===== config.mk =====
export PLATFORM = sky130hd
export DESIGN_NAME = bea_isqrt
export DESIGN_NICKNAME = d
export VERILOG_FILES = /design/src/hdl/bea_pkg.sv /design/src/hdl/bea_isqrt.sv
export SDC_FILE = /design/constraint.sdc
export NUM_CORES = 2
export LEC_CHECK = 0
export BUFFER_PORTS_ARGS = -buffer_cell sky130_fd_sc_hd__buf_2
export CAP_MARGIN = 20
export CORE_MARGIN = 2
export CORE_UTILIZATION = 25
export CTS_BUF_LIST = sky130_fd_sc_hd__clkbuf_8 sky130_fd_sc_hd__clkbuf_16
export DETAILED_ROUTE_END_ITERATION = 8
export MAX_ROUTING_LAYER = met4
export PLACE_DENSITY = 0.38
export SETUP_SLACK_MARGIN = 0.4
export SYNTH_ARGS = -nofsm -noshare
export SYNTH_HDL_FRONTEND = slang
export SYNTH_SLANG_ARGS = --single-unit

===== constraint.sdc =====
create_clock -name clk -period 6.1 [get_ports clk]
set_input_delay 0.305 -clock clk [delete_from_list [all_inputs] [get_ports clk]]
set_output_delay 0.305 -clock clk [all_outputs]
set_load 0.01 [all_outputs]

===== src/hdl/bea_pkg.sv =====
`timescale 1ns / 1ps

package bea_pkg;

	// apb register map, byte address 4*index
	localparam int ADDR_W = 5;
	localparam logic [2:0] REG_WALL_RADIUS      = 3'd0;
	localparam logic [2:0] REG_FLOOR_LEVEL      = 3'd1;
	localparam logic [2:0] REG_CEILING_LEVEL    = 3'd2;
	localparam logic [2:0] REG_TRIGGER_DISTANCE = 3'd3;
	localparam logic [2:0] REG_REPULSION_GAIN   = 3'd4;

	// square root: 64-bit radicand, two result bits per stage
	localparam int SQ_STAGES = 16;

	typedef struct packed {
		logic [34:0] rem;
		logic [31:0] root;
	} sqrt_st_t;

	// one digit-by-digit square root iteration
	function automatic sqrt_st_t sqrt_step(input sqrt_st_t s, input logic [1:0] b);
		sqrt_st_t o;
		logic [34:0] r;
		logic [34:0] t;
		r = {s.rem[32:0], b};
		t = {1'b0, s.root, 2'b01};
		if (r >= t) begin
			o.rem  = r - t;
			o.root = {s.root[30:0], 1'b1};
		end else begin
			o.rem  = r;
			o.root = {s.root[30:0], 1'b0};
		end
		return o;
	endfunction

endpackage


===== src/hdl/bea_isqrt.sv =====
`timescale 1ns / 1ps

module bea_isqrt import bea_pkg::*; #(
	parameter int TW = 1
) (
	input  logic          clk,
	input  logic          arst_n,
	input  logic          en,
	input  logic          vld_i,
	input  logic [63:0]   rad_i,
	input  logic [TW-1:0] tag_i,
	output logic          vld_o,
	output logic [31:0]   root_o,
	output logic [TW-1:0] tag_o
);

	sqrt_st_t      st_s  [SQ_STAGES];
	logic [63:0]   rad_s [SQ_STAGES];
	logic [TW-1:0] tag_s [SQ_STAGES];
	logic          vld_s [SQ_STAGES];

	for (genvar k = 0; k < SQ_STAGES; k++) begin : g_st
		sqrt_st_t      s_in;
		logic [63:0]   r_in;
		logic [TW-1:0] t_in;
		logic          v_in;

		if (k == 0) begin : g_first
			assign s_in = '0;
			assign r_in = rad_i;
			assign t_in = tag_i;
			assign v_in = vld_i;
		end else begin : g_next
			assign s_in = st_s[k-1];
			assign r_in = rad_s[k-1];
			assign t_in = tag_s[k-1];
			assign v_in = vld_s[k-1];
		end

		always_ff @(posedge clk or negedge arst_n) begin
			if (!arst_n) begin
				vld_s[k] <= 1'b0;
			end else if (en) begin
				vld_s[k] <= v_in;
			end
		end

		always_ff @(posedge clk) begin
			if (en) begin
				st_s[k]  <= sqrt_step(sqrt_step(s_in, r_in[63:62]), r_in[61:60]);
				rad_s[k] <= {r_in[59:0], 4'b0000};
				tag_s[k] <= t_in;
			end
		end
	end

	assign vld_o  = vld_s[SQ_STAGES-1];
	assign root_o = st_s[SQ_STAGES-1].root;
	assign tag_o  = tag_s[SQ_STAGES-1];

endmodule


==> After elaboration in Yosys (flattened, before gate mapping) <==
Memories as Yosys holds them, arrays and structs flattened.
Index checks and enable logic that the tools add are counted.
{ "totals": {"regBits": 16, "ram_bits": 2048, "inputBits": 69, "out_inout_bits": 34, "elab_cells": 149, "mem_count": 3} }
{ "memory_table": {"columns": ["name", "depth", "word_bits", "read_ports", "rd_clocked_by_memory_dff", "wr", "line", "rtl"], "rows": [
  ["st_s", 16, 67, 16, 0, 16, "bea_isqrt.sv:17", "sqrt_st_t st_s [SQ_STAGES];"],
  ["rad_s", 16, 60, 15, 0, 16, "bea_isqrt.sv:18", "logic [63:0] rad_s [SQ_STAGES];"],
  ["tag_s", 16, 1, 16, 0, 16, "bea_isqrt.sv:19", "logic [TW-1:0] tag_s [SQ_STAGES];"]
]} }
{ "classes": {"add_sub_neg": 32, "magnitude_cmp": 32, "n_mux": 66} }
{ "ops": {"columns": ["operator", "n"], "rows": [
  ["67-bit 2-to-1 mux", 32],
  ["65-bit 2-to-1 mux", 32],
  ["35-bit by 34-bit >= comparator with 1-bit output", 31],
  ["35-bit by 34-bit subtractor with 35-bit output", 16],
  ["33-bit subtractor", 15],
  ["2-bit by 1-bit subtractor with 3-bit output (second input constant)", 1],
  ["2-bit by 1-bit >= comparator with 1-bit output (second input constant)", 1],
  ["1-bit 2-to-1 mux", 2]
]} }

==> Logic depth before layout (Yosys ltp) <==
An unclocked memory read counts as a cell.
{ "logic_depth": {"word_depth": 7, "mapped_depth": 30, "depth_no_buf": 28} }

==> Worst setup path after synthesis <==
Ideal clock, no wire load.
{ "synth_timing": {"path_type": "register to register", "start": "mem st_s[1][278] (netlist bit)", "end": "mem st_s[1][380] (netlist bit), data pin", "arrival_ns": 5.802, "required_time_ns": 5.840, "slack_ns": 0.038, "path_stages_with_launch": 28, "path_buffers": 3, "synth_period_minus_slack_ns": 6.062, "path_cell_list": "edfxtp_1 -> inv_1 -> ha_1 -> a21o_1 -> a21oi_1 -> o21bai_1 -> a221oi_1 -> a21oi_1 -> or2_2 -> clkbuf_1 -> inv_1 -> clkbuf_1 -> clkbuf_1 -> nand2_1 -> o21ai_0 -> ha_1 -> a21o_1 -> a21o_1 -> a21o_1 -> a21o_1 -> a21oi_1 -> o21ai_0 -> a221oi_1 -> o31a_1 -> o311ai_0 -> nor3_1 -> inv_2 -> mux2_2"} }
{ "synth_rtl": {"columns": ["item", "line"], "rows": [
  ["start: declaration", "bea_isqrt.sv:17"]
]} }

==> reports/results.tsv <==
stage	metric	value	unit
place	portBuffers	102	
yosys	synth_warnings	0	
clock_network	cts_tree	built	
clock_network	cts_max_level	4	
timing	max_freq	0.180	GHz
run	maxCapViolations	0	
die	die_x	575	µm
die	coreArea	324000	µm²
yosys	ys_top_cells_by_area	edfxtp_1 (46%), ha_1 (8.6%), xnor2_1 (5.0%), a21oi_1 (3.8%), nand2_1 (3.3%)	
grt	grt_pass1_vias	63409	
layout	final_util	31.4	%
layout	fill_cells	33304	
yosys	synth_ff_type	edfxtp_1	
yosys	synth_area	81400	µm²
pwr	power_per_cell_area	426	nW/µm²
drt	drt_first_pass_iters	6	
drt	vias	64423	
grt	antenna_found_initial	5	
yosys	synth.avg_cell_area	10.1	µm²
clock_network	clk_path_buf_depth	4	
yosys	synth_edf_count	1241	
clock_network	numCtsBuffers	165	
timing	rsz0062_at_grt	true	
yosys	synth_common_cells	edfxtp_1 (1241), nand2_1 (713), nor2_1 (616)	
setup_path	worst_setup_path_start_kind	flop	
grt	grt_max_degree	168	
pwr	ir_worst_vdd	245	µV
drt	wl	260000	µm
yosys	synthDistinctLibCells	108	
timing	slew_violations	0	
drt	met3WireLength	9220	µm
timing	period_share	91.1	%
drt	wl_met1	125000	µm
timing	whs	0.140	ns
timing	setup_viol	0	
setup_path	cp_data_arrival_time	6.17	ns
clock_network	clk_latency	0.90	ns
place	hpwl	201000	µm
clock_network	clock-root-buffer	clkbuf_16	
layout	drive_above_1_share	19.2	%
hold_path	hp-class	in -> reg	
timing	skew	0.0877	ns
timing	hold_violations	0	
timing	layout_min_cycle_time	5.56	ns
pwr	p_leak	39.4	nW
drt	drcViolationCount	0	
yosys	ys_ff_latch	1257	
yosys	yosysTopAreaCell	edfxtp_1	
timing	slew_headroom	29.2	%
drt	routed.top_layer	met4	
timing	tightest_slew	1.06	ns
setup_path	cp.required	6.71	ns
layout	nets	9570	
yosys	synthArstFlopShare	1.27	%
drt	via_per_inst	4.81	
die	fp.dieH	575	µm
yosys	seq_area_frac_synth	46.3	%
setup_path	path_max_fanout	5	
grt	gr-total-overflow	0	
yosys	netlist_instances	8049	
layout	syn_to_final_growth	24.9	%
outcome	outcome	complete, no violations	
setup_path	timing_worst_setup_path_type	reg -> reg	
clock_network	cts_sinks	1257	
yosys	yosysTopAreaCellShare	45.8	%
drt	postRouteAntennaNets	0	
die	io_pins	103	
place	place_congestion	0.872	
die	initial_utilization	25.1	%
setup_path	endpoint_kind	flop	
grt	grt_pass1_wl	391000	µm
clock_network	clkTransAtPathRegs	0.06	ns
yosys	post-synth-top-count-cell	edfxtp_1	
grt	track_usage	15.6	%
drt	wl_per_cell	19.4	µm
drt	routed-wl-met2	120000	µm
drt	drt_iter0_drc	4113	
die	rows	209	
die	die_area	330000	µm²
-- cell type report --
type	instances	area (µm²)	area share, %
Sequential cell	1257	37700	37.0
Multi-Input combinational cell	6102	43800	43.0
Inverter	471	1800	1.76
Clock buffer	165	4130	4.06
Tap cell	4325	5410	5.32
Clock inverter	130	1330	1.31
Timing Repair Buffer	947	7630	7.50
Antenna cell	5	12.5	0.0123
-- logic make-up after synthesis --
group	synth area share, %
buffers and inverters	3.25
AOI/OAI and AO/OA	16.3
other	0.00461
muxes	1.49
DFF	46.3
adders and majority gates	8.56
and+or+nand+nor	16.2
xor gates and xnor gates	7.90
-- power breakdown --
part           internal [W]  switching, W
sequential           0.0116       0.00125
combinational       0.00901        0.0116
clock               0.00590       0.00404
-- critical path: stages (launching register included) --
cell,delay [ns]
edfxtp_1,0.49
inv_2,0.10
ha_4,0.28
and4_4,0.25
nand3_4,0.10
a311oi_2,0.28
buf_4,0.17
nor3_4,0.05
o211ai_1,0.16
buf_4,0.20
clkinvlp_4,0.20
clkbuf_16,0.22
nand2_1,0.06
nand2_1,0.08
ha_1,0.30
buf_4,0.13
nand4_1,0.18
nor4b_2,0.28
mux2_4,0.22
o311ai_4,0.08
a31o_2,0.27
buf_6,0.12
o31a_1,0.33
o21a_2,0.29
o21bai_4,0.17
xnor2_2,0.12
o21ai_1,0.10
-- per-stage QoR --
step	setup WS, ns	TNS, ns	instance area [µm²]	instances	power [W]
global placement	-0.321	-6.95	91500	12876	0.0323
global route	0.318	0	102000	13400	0.0465
detailed placement	-0.288	-7.32	91500	12876	0.0322
CTS	0.398	0	98400	13276	0.0429
floorplan	0.411	0	81500	8051	0.0252
finish	0.543	0	102000	13402	0.0433
-- cells in the final DEF (no fill, tap or decap), types with 115 or more instances in the layout --
| cell type | netlist | layout |
|---|---|---|
| edfxtp_1 | 1241 | 1241 |
| buf_4 | 4 | 713 |
| nand2_1 | 713 | 702 |
| nor2_1 | 616 | 581 |
| a21oi_1 | 612 | 554 |
| ha_1 | 557 | 477 |
| xnor2_1 | 462 | 460 |
| inv_1 | 454 | 448 |
| o21ai_0 | 435 | 382 |
| a21o_1 | 275 | 275 |
| xor2_1 | 272 | 271 |
| nor3_1 | 197 | 171 |
| clkbuf_16 | 0 | 171 |
| nand3_1 | 186 | 170 |
| nand4_1 | 115 | 115 |
-- state kept, by name (all words and copies together) (netlist names) --
signal,flops
g_st.v_in,15
vld_o,1
tag_s,16
st_s,745
rad_s,480
-- routing by layer --
layer / track usage [%] / vias to the layer above
li1: - / 31775
met1: 21.0 / 31188
met5: - / -
met4: 3.80 / 0
met2: 24.8 / 1170
met3: 1.76 / 290
-- timing repair --
item	4_1_cts	5_1_grt
endpoints found under the setup margin	272	400
pin swaps	18	122
resized for setup	139	474
setup buffers	31	114
hold buffers	72	0
hold endpoints to repair	97	0
cloned	2	7
-- path summary, 6_finish.rpt --
kind | from | depth (start not counted) | slack (ns) | to
hold / removal | rad_i[35] | 2 | 0.14 | rad_s[0][35]
min in group asynchronous | arst_n | 3 | 0.61 | g_st[12].v_in
max in group asynchronous | arst_n | 3 | 5.05 | vld_o
setup / recovery | st_s[1][347] | 26 | 0.54 | st_s[1][460]
hold reg to reg | rad_s[0][353] | 0 | 0.36 | rad_s[0][417]
setup reg to reg | st_s[1][347] | 26 | 0.54 | st_s[1][460]
Note: power is estimated with default switching activity, not from simulation.
